**config.mk**
```make
export PLATFORM = sky130hd
export DESIGN_NAME = periodic_task_dispatcher
export DESIGN_NICKNAME = d
export VERILOG_FILES = /design/src/sv/ptd_pkg.sv /design/src/sv/ptd_slot_table.sv /design/src/sv/ptd_id_map.sv /design/src/sv/periodic_task_dispatcher.sv
export SDC_FILE = /design/constraint.sdc
export NUM_CORES = 2
export LEC_CHECK = 0
export ABC_AREA = 1
export BUFFER_PORTS_ARGS = -buffer_cell sky130_fd_sc_hd__buf_2
export CAP_MARGIN = 20
export CORE_MARGIN = 4
export CORE_UTILIZATION = 32
export DETAILED_ROUTE_END_ITERATION = 8
export GPL_TIMING_DRIVEN = 0
export PLACE_DENSITY_LB_ADDON = 0.12
export SYNTH_ARGS = -nofsm -noshare
export SYNTH_HDL_FRONTEND = slang
export SYNTH_SLANG_ARGS = --single-unit
```
**constraint.sdc**
```tcl
create_clock -name clock -period 10 [get_ports clock]
set_input_delay 2 -clock clock [delete_from_list [all_inputs] [get_ports clock]]
set_output_delay 2 -clock clock [all_outputs]
set_load 0.02 [all_outputs]
```
**src/sv/ptd_pkg.sv**
```systemverilog
package ptd_pkg;

   localparam int NUM_TASKS = 16;
   localparam int SLOT_W    = $clog2(NUM_TASKS);
   localparam int CNT_W     = $clog2(NUM_TASKS + 1);
   localparam int ID_COUNT  = 16;
   localparam int ID_W      = 4;
   localparam int TIME_W    = 32;

   typedef logic [SLOT_W-1:0] slot_type;
   typedef logic [CNT_W-1:0]  count_type;
   typedef logic [ID_W-1:0]   task_id_type;
   typedef logic [TIME_W-1:0] time_type;

   localparam logic [1:0] OP_POLL       = 2'd0;
   localparam logic [1:0] OP_ADD        = 2'd1;
   localparam logic [1:0] OP_SET_ENABLE = 2'd2;

   localparam logic [1:0] STATUS_OK      = 2'd0;
   localparam logic [1:0] STATUS_FULL    = 2'd1;
   localparam logic [1:0] STATUS_UNKNOWN = 2'd2;

   // one write per cycle into the slot table
   typedef struct packed {
      logic        wr_en;
      slot_type    slot;
      logic        cfg_en;     // period and task id
      time_type    period;
      task_id_type task_id;
      logic        enable_en;
      logic        enable;
      time_type    last_time;  // written on every wr_en
   } slot_write_type;

   typedef struct packed {
      time_type    period;
      logic        enable;
      time_type    last_time;
      task_id_type task_id;
   } slot_read_type;

endpackage

```
**src/sv/ptd_slot_table.sv**
```systemverilog
module ptd_slot_table (
   input  logic                    clock,
   input  ptd_pkg::slot_write_type wr,
   input  ptd_pkg::slot_type       rd_slot,
   output ptd_pkg::slot_read_type  rd
);

   // entries are only read below the fill count, so they need no reset
   ptd_pkg::time_type    period_ff    [ptd_pkg::NUM_TASKS];
   logic                 enable_ff    [ptd_pkg::NUM_TASKS];
   ptd_pkg::time_type    last_time_ff [ptd_pkg::NUM_TASKS];
   ptd_pkg::task_id_type task_id_ff   [ptd_pkg::NUM_TASKS];

   always_ff @(posedge clock) begin
      if (wr.wr_en) begin
         last_time_ff[wr.slot] <= wr.last_time;
         if (wr.cfg_en) begin
            period_ff[wr.slot]  <= wr.period;
            task_id_ff[wr.slot] <= wr.task_id;
         end
         if (wr.enable_en) begin
            enable_ff[wr.slot] <= wr.enable;
         end
      end
   end

   always_comb begin
      rd.period    = period_ff[rd_slot];
      rd.enable    = enable_ff[rd_slot];
      rd.last_time = last_time_ff[rd_slot];
      rd.task_id   = task_id_ff[rd_slot];
   end

endmodule

```
**src/sv/ptd_id_map.sv**
```systemverilog
module ptd_id_map (
   input  logic                 clock,
   input  logic                 reset,
   input  logic                 wr_en,
   input  ptd_pkg::task_id_type wr_id,
   input  ptd_pkg::count_type   wr_value,
   input  ptd_pkg::task_id_type rd_id,
   output ptd_pkg::count_type   rd_value
);

   // zero = unregistered, otherwise slot + 1
   ptd_pkg::count_type map_ff [ptd_pkg::ID_COUNT];

   always_ff @(posedge clock) begin
      if (reset) begin
         for (int i = 0; i < ptd_pkg::ID_COUNT; i++) begin
            map_ff[i] <= '0;
         end
      end else if (wr_en) begin
         map_ff[wr_id] <= wr_value;
      end
   end

   assign rd_value = map_ff[rd_id];

endmodule

```
**src/sv/periodic_task_dispatcher.sv**
```systemverilog
// The start transfer is registered in req_valid_ff, then in rsp_valid_ff, which drives rsp_valid.
// Throughput: one item per cycle; busy is always low. The bound is the
// combinational slot check (32-bit subtract and compare) in the execute stage.
// Reset clears the id map, slot count, poll pointer and both valid flags.
// The receiver cannot stall: each result is shown for exactly one cycle.
module periodic_task_dispatcher (
   input  logic                 clock,
   input  logic                 reset,
   input  logic                 start,
   output logic                 busy,
   input  logic [1:0]           req_operation,
   input  ptd_pkg::task_id_type req_task_id,
   input  ptd_pkg::time_type    req_period,
   input  logic                 req_enable,
   input  ptd_pkg::time_type    req_now,
   output logic                 rsp_valid,
   output logic                 rsp_fired,
   output ptd_pkg::task_id_type rsp_fired_task_id,
   output logic [1:0]           rsp_status
);

   logic                 req_valid_ff;
   logic [1:0]           req_operation_ff;
   ptd_pkg::task_id_type req_task_id_ff;
   ptd_pkg::time_type    req_period_ff;
   logic                 req_enable_ff;
   ptd_pkg::time_type    req_now_ff;

   ptd_pkg::count_type   slot_count_ff, slot_count_in;
   ptd_pkg::slot_type    poll_slot_ff, poll_slot_in;

   logic                 rsp_valid_ff;
   logic                 rsp_fired_ff, rsp_fired_in;
   ptd_pkg::task_id_type rsp_fired_task_id_ff, rsp_fired_task_id_in;
   logic [1:0]           rsp_status_ff, rsp_status_in;

   ptd_pkg::slot_write_type tbl_wr;
   ptd_pkg::slot_read_type  tbl_rd;
   ptd_pkg::slot_type       cur_slot;
   ptd_pkg::count_type      next_slot;
   ptd_pkg::count_type      map_rd;
   logic                    map_wr_en;
   ptd_pkg::time_type       elapsed;

   assign busy = 1'b0;

   ptd_slot_table u_table (
      .clock   (clock),
      .wr      (tbl_wr),
      .rd_slot (cur_slot),
      .rd      (tbl_rd)
   );

   ptd_id_map u_map (
      .clock    (clock),
      .reset    (reset),
      .wr_en    (map_wr_en),
      .wr_id    (req_task_id_ff),
      .wr_value (ptd_pkg::count_type'(slot_count_ff + 1'b1)),
      .rd_id    (req_task_id_ff),
      .rd_value (map_rd)
   );

   always_comb begin
      // poll pointer past the end wraps to slot 0
      if (ptd_pkg::count_type'(poll_slot_ff) >= slot_count_ff) begin
         cur_slot = '0;
      end else begin
         cur_slot = poll_slot_ff;
      end
      next_slot = ptd_pkg::count_type'(cur_slot) + 1'b1;
      elapsed   = req_now_ff - tbl_rd.last_time;

      tbl_wr               = '0;
      map_wr_en            = 1'b0;
      slot_count_in        = slot_count_ff;
      poll_slot_in         = poll_slot_ff;
      rsp_fired_in         = 1'b0;
      rsp_fired_task_id_in = '0;
      rsp_status_in        = ptd_pkg::STATUS_OK;

      if (req_valid_ff) begin
         case (req_operation_ff)
            ptd_pkg::OP_POLL: begin
               if (slot_count_ff != '0) begin
                  if (tbl_rd.enable && (elapsed >= tbl_rd.period)) begin
                     tbl_wr.wr_en         = 1'b1;
                     tbl_wr.slot          = cur_slot;
                     tbl_wr.last_time     = tbl_rd.last_time + tbl_rd.period;
                     rsp_fired_in         = 1'b1;
                     rsp_fired_task_id_in = tbl_rd.task_id;
                  end
                  if (next_slot >= slot_count_ff) begin
                     poll_slot_in = '0;
                  end else begin
                     poll_slot_in = next_slot[ptd_pkg::SLOT_W-1:0];
                  end
               end
            end
            ptd_pkg::OP_ADD: begin
               if (slot_count_ff == ptd_pkg::count_type'(ptd_pkg::NUM_TASKS)) begin
                  rsp_status_in = ptd_pkg::STATUS_FULL;
               end else begin
                  tbl_wr.wr_en     = 1'b1;
                  tbl_wr.slot      = slot_count_ff[ptd_pkg::SLOT_W-1:0];
                  tbl_wr.cfg_en    = 1'b1;
                  tbl_wr.period    = req_period_ff;
                  tbl_wr.task_id   = req_task_id_ff;
                  tbl_wr.enable_en = 1'b1;
                  tbl_wr.enable    = req_enable_ff;
                  tbl_wr.last_time = '0;
                  map_wr_en        = 1'b1;
                  slot_count_in    = ptd_pkg::count_type'(slot_count_ff + 1'b1);
               end
            end
            ptd_pkg::OP_SET_ENABLE: begin
               if ((map_rd == '0) || (map_rd > slot_count_ff)) begin
                  rsp_status_in = ptd_pkg::STATUS_UNKNOWN;
               end else begin
                  tbl_wr.wr_en     = 1'b1;
                  tbl_wr.slot      = ptd_pkg::slot_type'(map_rd - 1'b1);
                  tbl_wr.enable_en = 1'b1;
                  tbl_wr.enable    = req_enable_ff;
                  tbl_wr.last_time = req_now_ff;
               end
            end
            default: begin
            end
         endcase
      end
   end

   always_ff @(posedge clock) begin
      if (reset) begin
         req_valid_ff  <= 1'b0;
         slot_count_ff <= '0;
         poll_slot_ff  <= '0;
         rsp_valid_ff  <= 1'b0;
      end else begin
         req_valid_ff  <= start && !busy;
         slot_count_ff <= slot_count_in;
         poll_slot_ff  <= poll_slot_in;
         rsp_valid_ff  <= req_valid_ff;
      end
   end

   always_ff @(posedge clock) begin
      if (start && !busy) begin
         req_operation_ff <= req_operation;
         req_task_id_ff   <= req_task_id;
         req_period_ff    <= req_period;
         req_enable_ff    <= req_enable;
         req_now_ff       <= req_now;
      end
      rsp_fired_ff         <= rsp_fired_in;
      rsp_fired_task_id_ff <= rsp_fired_task_id_in;
      rsp_status_ff        <= rsp_status_in;
   end

   assign rsp_valid         = rsp_valid_ff;
   assign rsp_fired         = rsp_fired_ff;
   assign rsp_fired_task_id = rsp_fired_task_id_ff;
   assign rsp_status        = rsp_status_ff;

endmodule

```
## After elaboration in Yosys (flattened, before gate mapping)

Memories as Yosys holds them, arrays and structs flattened. A register that Yosys moved wholly into a read port is not among the register bits.
Cells that the tools add are included.
Widths: inputs -> output; s select.

- Flip-flop bits (word level): 85
- RAM bits: 1184
- Bits of input ports: 74
- Output and inout port bits: 9
- Word-level logic and storage cells: 77
- Memories: 5

Memory list:

| memory | words | width | rd ports | clocked after Yosys merged registers in | wr ports | line | source |
|---|---|---|---|---|---|---|---|
| u_table.last_time_ff | 16 | 32 | 1 | 0 | 1 | ptd_slot_table.sv:11 | `ptd_pkg::time_type last_time_ff [ptd_pkg::NUM_TASKS];` |
| u_table.period_ff | 16 | 32 | 1 | 0 | 1 | ptd_slot_table.sv:9 | `ptd_pkg::time_type period_ff [ptd_pkg::NUM_TASKS];` |
| u_map.map_ff | 16 | 5 | 1 | 1 | 16 | ptd_id_map.sv:12 | `ptd_pkg::count_type map_ff [ptd_pkg::ID_COUNT];` |
| u_table.task_id_ff | 16 | 4 | 1 | 1 | 1 | ptd_slot_table.sv:12 | `ptd_pkg::task_id_type task_id_ff [ptd_pkg::NUM_TASKS];` |
| u_table.enable_ff | 16 | 1 | 1 | 0 | 1 | ptd_slot_table.sv:10 | `logic enable_ff [ptd_pkg::NUM_TASKS];` |

- Add/subtract/negate cells: 5
- Order comparisons: 4
- Equal/unequal tests: 3
- Mux-type cells: 38
- Bitwise gates (word level): 1
- Reduce and logical (&&, ||, !) cells: 10

Operators with widths:

| kind | number |
|---|---|
| $mux 76 | 2 |
| $pmux 32 s3 | 1 |
| $mux 32 | 2 |
| $mux 37 | 1 |
| $mux 34 | 1 |
| $add 32x32->32 | 1 |
| $ge 32x32->1 | 1 |
| $sub 32x32->32 | 1 |
| $mux 5 | 4 |
| $mux 1 | 19 |
| $mux 4 | 4 |
| $pmux 5 s3 | 1 |
| $pmux 2 s2 | 2 |
| $reduce_and 3->1 | 2 |
| $add 4x1->5 const B | 1 |
| $add 5x1->5 const B | 1 |
| $eq 5x5->1 const B | 1 |
| $ge 4x5->1 | 1 |
| $ge 5x5->1 | 1 |
| $gt 5x5->1 | 1 |
| $logic_not 5->1 | 1 |
| $reduce_bool 5->1 | 1 |
| $reduce_or 5->1 | 1 |
| $reduce_and 4->1 | 1 |
| other kinds (9) | 9 |

## Logic depth before layout (Yosys ltp)

An unclocked memory read counts as a cell.

- Word-level depth: 13
- Gate-level depth with buffers: 49
- Mapped depth without buffers: 45

## By module

From an unflattened synthesis, not the netlist that was laid out.

- Cells, all modules: 6411
- Area, all modules: 61063.6 um^2

By module, submodules not included:

| module | times used | cells each | area an instance (um^2) | seq. area each (um^2) |
|---|---|---|---|---|
| ptd_slot_table | 1 | 4529 | 47505.6 | 33151.8 |
| periodic_task_dispatcher | 1 | 1420 | 9586.7 | 2492.4 |
| ptd_id_map | 1 | 462 | 3971.3 | 2402.3 |

## Worst setup path before layout

No wires, ideal clock.

- Kind: register to register
- Start: register poll_slot_ff[0]
- End: memory u_table.period_ff[12][0] in the netlist's numbering (enable)
- Library setup time: 0.474 ns
- Data arrival time: 8.465 ns
- Data required time: 9.526 ns
- Setup slack: 1.061 ns
- Stages on the path, launching flop included: 45
- Buffers on the path: 4
- Clock period less this slack: 8.939 ns
- Cell sequence: dfxtp_1 -> clkbuf_1 -> inv_1 -> ha_1 -> inv_1 -> nand2_1 -> nand2_1 -> nand2_1 -> nand2_2 -> nand3_2 -> buf_4 -> inv_1 -> buf_2 -> clkbuf_1 -> nand2_1 -> nand3_1 -> nand3_1 -> o311ai_0 -> (+9 left out) -> a21oi_1 -> o21ai_0 -> a21boi_0 -> o21ai_0 -> xor2_1 -> ha_1 -> nand2_1 -> nor2_1 -> nand4_1 -> nor2_1 -> nand4_1 -> nand3_1 -> nand3_1 -> nor2_1 -> nand2_1 -> nand2_1 -> nand3_1 -> nor3_1

- Longest elaborated chain between the ends: 12
- Elaborated cells on any way between the ends: 14
- Those cells by class: add/sub: 1; order compare: 2; mux: 7; reduce/logical: 1; memory: 3

Ends and longest elaborated chain:

| what | line | source |
|---|---|---|
| start: declaration | periodic_task_dispatcher.sv:30 | `ptd_pkg::slot_type poll_slot_ff, poll_slot_in;` |
| start signal: assignment | periodic_task_dispatcher.sv:142 | `poll_slot_ff <= poll_slot_in;` |
| $ge 4x5->1 | periodic_task_dispatcher.sv:66 | `if (ptd_pkg::count_type'(poll_slot_ff) >= slot_count_ff) begin` |
| $mux 4 * | periodic_task_dispatcher.sv:66 |  |
| $mem_v2 16x32 | - |  |
| $sub 32x32->32 | periodic_task_dispatcher.sv:72 | `elapsed = req_now_ff - tbl_rd.last_time;` |
| $ge 32x32->1 | periodic_task_dispatcher.sv:86 | `if (tbl_rd.enable && (elapsed >= tbl_rd.period)) begin` |
| $logic_and 1x1->1 | periodic_task_dispatcher.sv:86 |  |
| $mux 5 * | periodic_task_dispatcher.sv:86 |  |
| $mux 5 * | periodic_task_dispatcher.sv:85 | `if (slot_count_ff != '0) begin` |
| $pmux 5 s3 * | periodic_task_dispatcher.sv:83 | `case (req_operation_ff)` |
| $mux 76 * | periodic_task_dispatcher.sv:82 | `if (req_valid_ff) begin` |
| $mux 1 | ptd_slot_table.sv:15 | `if (wr.wr_en) begin` |
| $mux 1 (not written as such) | ptd_slot_table.sv:18 | `period_ff[wr.slot] <= wr.period;` |
| end: declaration | ptd_slot_table.sv:9 |  |

Every way passes the cells marked *; elsewhere a longest branch is shown, timed or not.

## Worst setup path in the final report

- Start: register poll_slot_ff[0]
- End: memory u_table.last_time_ff[0][20] in the netlist's numbering (enable)

- Longest elaborated chain between the ends: 12
- Elaborated cells on any way between the ends: 14
- Those cells by class: add/sub: 1; order compare: 2; mux: 7; reduce/logical: 1; memory: 3

Ends and longest elaborated chain:

| what | line | source |
|---|---|---|
| $ge 4x5->1 | periodic_task_dispatcher.sv:66 |  |
| $mux 4 * | periodic_task_dispatcher.sv:66 |  |
| $mem_v2 16x32 | - |  |
| $sub 32x32->32 | periodic_task_dispatcher.sv:72 |  |
| $ge 32x32->1 | periodic_task_dispatcher.sv:86 |  |
| $logic_and 1x1->1 | periodic_task_dispatcher.sv:86 |  |
| $mux 5 * | periodic_task_dispatcher.sv:86 |  |
| $mux 5 * | periodic_task_dispatcher.sv:85 |  |
| $pmux 5 s3 * | periodic_task_dispatcher.sv:83 |  |
| $mux 76 * | periodic_task_dispatcher.sv:82 |  |
| $mux 1 | ptd_slot_table.sv:15 |  |
| $mux 1 (not written as such) | ptd_slot_table.sv:16 | `last_time_ff[wr.slot] <= wr.last_time;` |
| end: declaration | ptd_slot_table.sv:11 |  |

Marked as above.

==> qor.csv <==
metric,value,unit
Yosys warning count,0,
Synth Flop Type,edfxtp_1,
outcome,finished clean,
number of global-route vias before repair,36747,
sequential share of the synthesized area,0.684,
top cell type's share of synthesized area,0.676,
most common cell in the netlist,edfxtp_1,
max cap viols,0,
"Min Clock Period, post-route",9.52,ns
XOR/XNOR Fraction of Synth Area,0.00879,
register bit total from synthesis,1277,
worst-margin pin slew,1.15,ns
RR Startpoint,poll_slot_ff[0]$_SDFFE_PP0P_,
most frequent cell on the critical path,nand2_1,
Routed Antenna Nets,0,
Rows,152,
die area,181000,µm²
"Req. time, crit path",10.49,ns
crit path capture,u_table.last_time_ff[0][20]$_DFFE_PP_,
WHS,0.503,ns
CP Class,flip-flop to flip-flop,
vias post-DR,37317,
relative slew slack,0.231,
Min-Delay Path Class,flip-flop to flip-flop,
CTS root buf,clkbuf_16,
number of synthesized flops with an enable pin,1255,
CP max stage delay,0.50,ns
fin. max-slew vios,0,
Clock transition at path regs,0.05,ns
slowest CP cell,nor2_2,
Reg-to-Reg End,u_table.last_time_ff[0][20]$_DFFE_PP_,
pin count of the biggest net entering global routing,47,
Synth cell types,55,
Critical Path Source,poll_slot_ff[0]$_SDFFE_PP0P_,
VDD IR max,0.175,mV
Synth Area in Compound Gates,0.113,
DIE HEIGHT,425,µm
CTS Buf Count,150,
CTS tree,done,
clock buffer depth,3,
RSZ-0062 raised after global routing,no,
Area contributors post-synth,"edfxtp_1 (68%), o221ai_1 (3.8%), o211ai_1 (3.5%), nand2_1 (3.3%), ha_1 (2.6%)",
CP arrival,10.01,ns
GP Congestion,0.886,
vias per cell,5.30,
fin crit share,0.952,
hold_buf cts,0,
PortBufs,80,
largest family of logic cells by synthesized area,compound AO/OA/AOI/OAI gates,
max frequency,0.105,GHz
nets,4812,
Critical Path Source Type,flip-flop,
hold depth,2,
Mapped Cells,4291,
Synth Area per Inst,13.0,µm²
DP HPWL,138,mm
detailed-route wire length per cell,28.3,µm
H-tree Lvls,4,
P per Cell Area,179,nW/µm²
share of cells above drive strength 1,0.153,
Area Overhead vs Synth,17.4,%
drt pass-1 iters,5,
total track usage,0.217,
LEAKAGE,23.7,nW
Synth Area in Adders,0.0272,
async set-reset flop share out of synthesis,0,
Starting Density,0.323,
final setup fails,0,
"Remaining Overflow, GRT",0,
Iter 0 DRT Violations,3851,
mapped cell area,55800,µm²
"reg-to-reg slack, setup",0.48,ns
clock skew,0.0254,ns
first-pass GRT wire length,279,mm
Synth Area in Simple Gates,0.0996,
worst-skew pair later-pin latency,0.80,ns
clk sink count,1277,
top post-synthesis cells by count,"edfxtp_1 (1255), nand2_1 (487), inv_1 (330)",
DRC,0,
drt total wl,200,mm
R2R cell count,42,
Post-Syn Nets,4485,
core footprint,172000,µm²
multiplexer area fraction after synthesis,0.0237,
# IOs,83,
CP Capture Type,flip-flop,
number of fill cells,16699,
cell accounting for the most synthesized area,edfxtp_1,
Die Width,425,µm
worst-path maximum fanout,10,
Final Hold Vio Count,0,
final core occ,0.380,
antenna violations before repair,7,
[critical path, delay by kind of cell (launching register included)]
| family | cells | cell delay [ns] |
|---|---|---|
| simple gates | 18 | 3.13 |
| buf+inv | 12 | 2.48 |
| flops | 1 | 0.47 |
| xor+xnor | 1 | 0.19 |
| fa+ha+maj | 3 | 1.00 |
| compound gates | 8 | 1.87 |
[flip-flops by register name, indices dropped and copies added, names as in the netlist, named ones only]
register	flops
u_table.last_time_ff	512
u_table.period_ff	512
u_map.map_ff	80
u_table.task_id_ff	64
req_now_ff	32
req_period_ff	32
u_table.enable_ff	16
slot_count_ff	5
poll_slot_ff	4
req_task_id_ff	4
rsp_fired_task_id	4
req_operation_ff	2
rsp_status	2
req_enable_ff	1
req_valid_ff	1
rsp_fired	1
rsp_valid	1
[cells in the final DEF, fill, tap and decap left out, types with 76 or more instances in the layout]
cell,count
inv_1,316
or2_2,131
buf_2,130
ha_1,118
clkbuf_16,150
mux2i_1,132
nand3_1,245
nor2_1,274
a21oi_1,116
clkbuf_1,157
o21ai_0,76
o221ai_1,243
o211ai_1,260
nand2_1,487
edfxtp_1,1255
[cells by family after synthesis]
group | Yosys count
multiplexers | 132
other | 1
XOR/XNOR | 56
buffers and inverters | 599
flip-flops | 1277
AO/OA/AOI/OAI | 862
adder cells (fa/ha/maj) | 120
AND/OR/NAND/NOR | 1244
[where the power goes]
group          total [W]  switching (W)  leakage [nW]  internal [W]
Clock            0.00526        0.00226          2.26       0.00300
Combinational   0.000547       0.000374          9.47      0.000173
Sequential       0.00593      0.0000356          12.0       0.00589
Total             0.0117        0.00267          23.7       0.00907
[per-layer routing]
| metal | part of all wire | global-route usage |
|---|---|---|
| met1 | 0.45 | 0.300 |
| met2 | 0.48 | 0.356 |
| met3 | 0.052 | 0.0298 |
| met4 | 0.024 | 0.0580 |
| met5 | 0 | 0 |
[cell type report]
| cell class | instances | area [µm²] | share of cell area |
|---|---|---|---|
| inverter | 345 | 1330 | 0.0203 |
| timing repair buffer | 177 | 1840 | 0.0281 |
| multi-input combinational | 2415 | 15400 | 0.236 |
| clock buffer | 188 | 3930 | 0.0599 |
| buffer | 252 | 1240 | 0.0189 |
| sequential | 1277 | 38100 | 0.582 |
| tap | 2310 | 2890 | 0.0441 |
| antenna | 2 | 5.00 | 0.0000764 |
| clock inverter | 80 | 714 | 0.0109 |
[repair_timing]
item                        CTS  global route
setup buffers                 4             8
setup endpoints to repair  1614          1529
resized for setup            46            67
pin swaps                     4             4
[stage by stage]
step	cells	setup TNS [ns]	instance area (µm²)	setup slack, ns	total power (W)
after floorplan	4291	0	55800	1.06	0.00636
after global placement	6681	-5278.93	59100	-8.05	0.00657
after detailed placement	6755	-1094.03	60400	-1.21	0.00658
after CTS	7026	0	65200	0.0384	0.0119
after global routing	7044	0	65500	0.00913	0.0122
final	7046	0	65500	0.480	0.0117
[how the worst min path moves through the flow]
stage | start | end | slack [ns]
final | poll_slot_ff[1]$_SDFFE_PP0P_ | poll_slot_ff[1]$_SDFFE_PP0P_ | 0.50
after floorplan | poll_slot_ff[3]$_SDFFE_PP0P_ | poll_slot_ff[3]$_SDFFE_PP0P_ | 0.47
after CTS | poll_slot_ff[1]$_SDFFE_PP0P_ | poll_slot_ff[1]$_SDFFE_PP0P_ | 0.51
after global placement | poll_slot_ff[3]$_SDFFE_PP0P_ | poll_slot_ff[3]$_SDFFE_PP0P_ | 0.50
after global routing | poll_slot_ff[1]$_SDFFE_PP0P_ | poll_slot_ff[1]$_SDFFE_PP0P_ | 0.52
after detailed placement | poll_slot_ff[3]$_SDFFE_PP0P_ | poll_slot_ff[3]$_SDFFE_PP0P_ | 0.50
No activity file was read; power rests on OpenSTA's default activity.
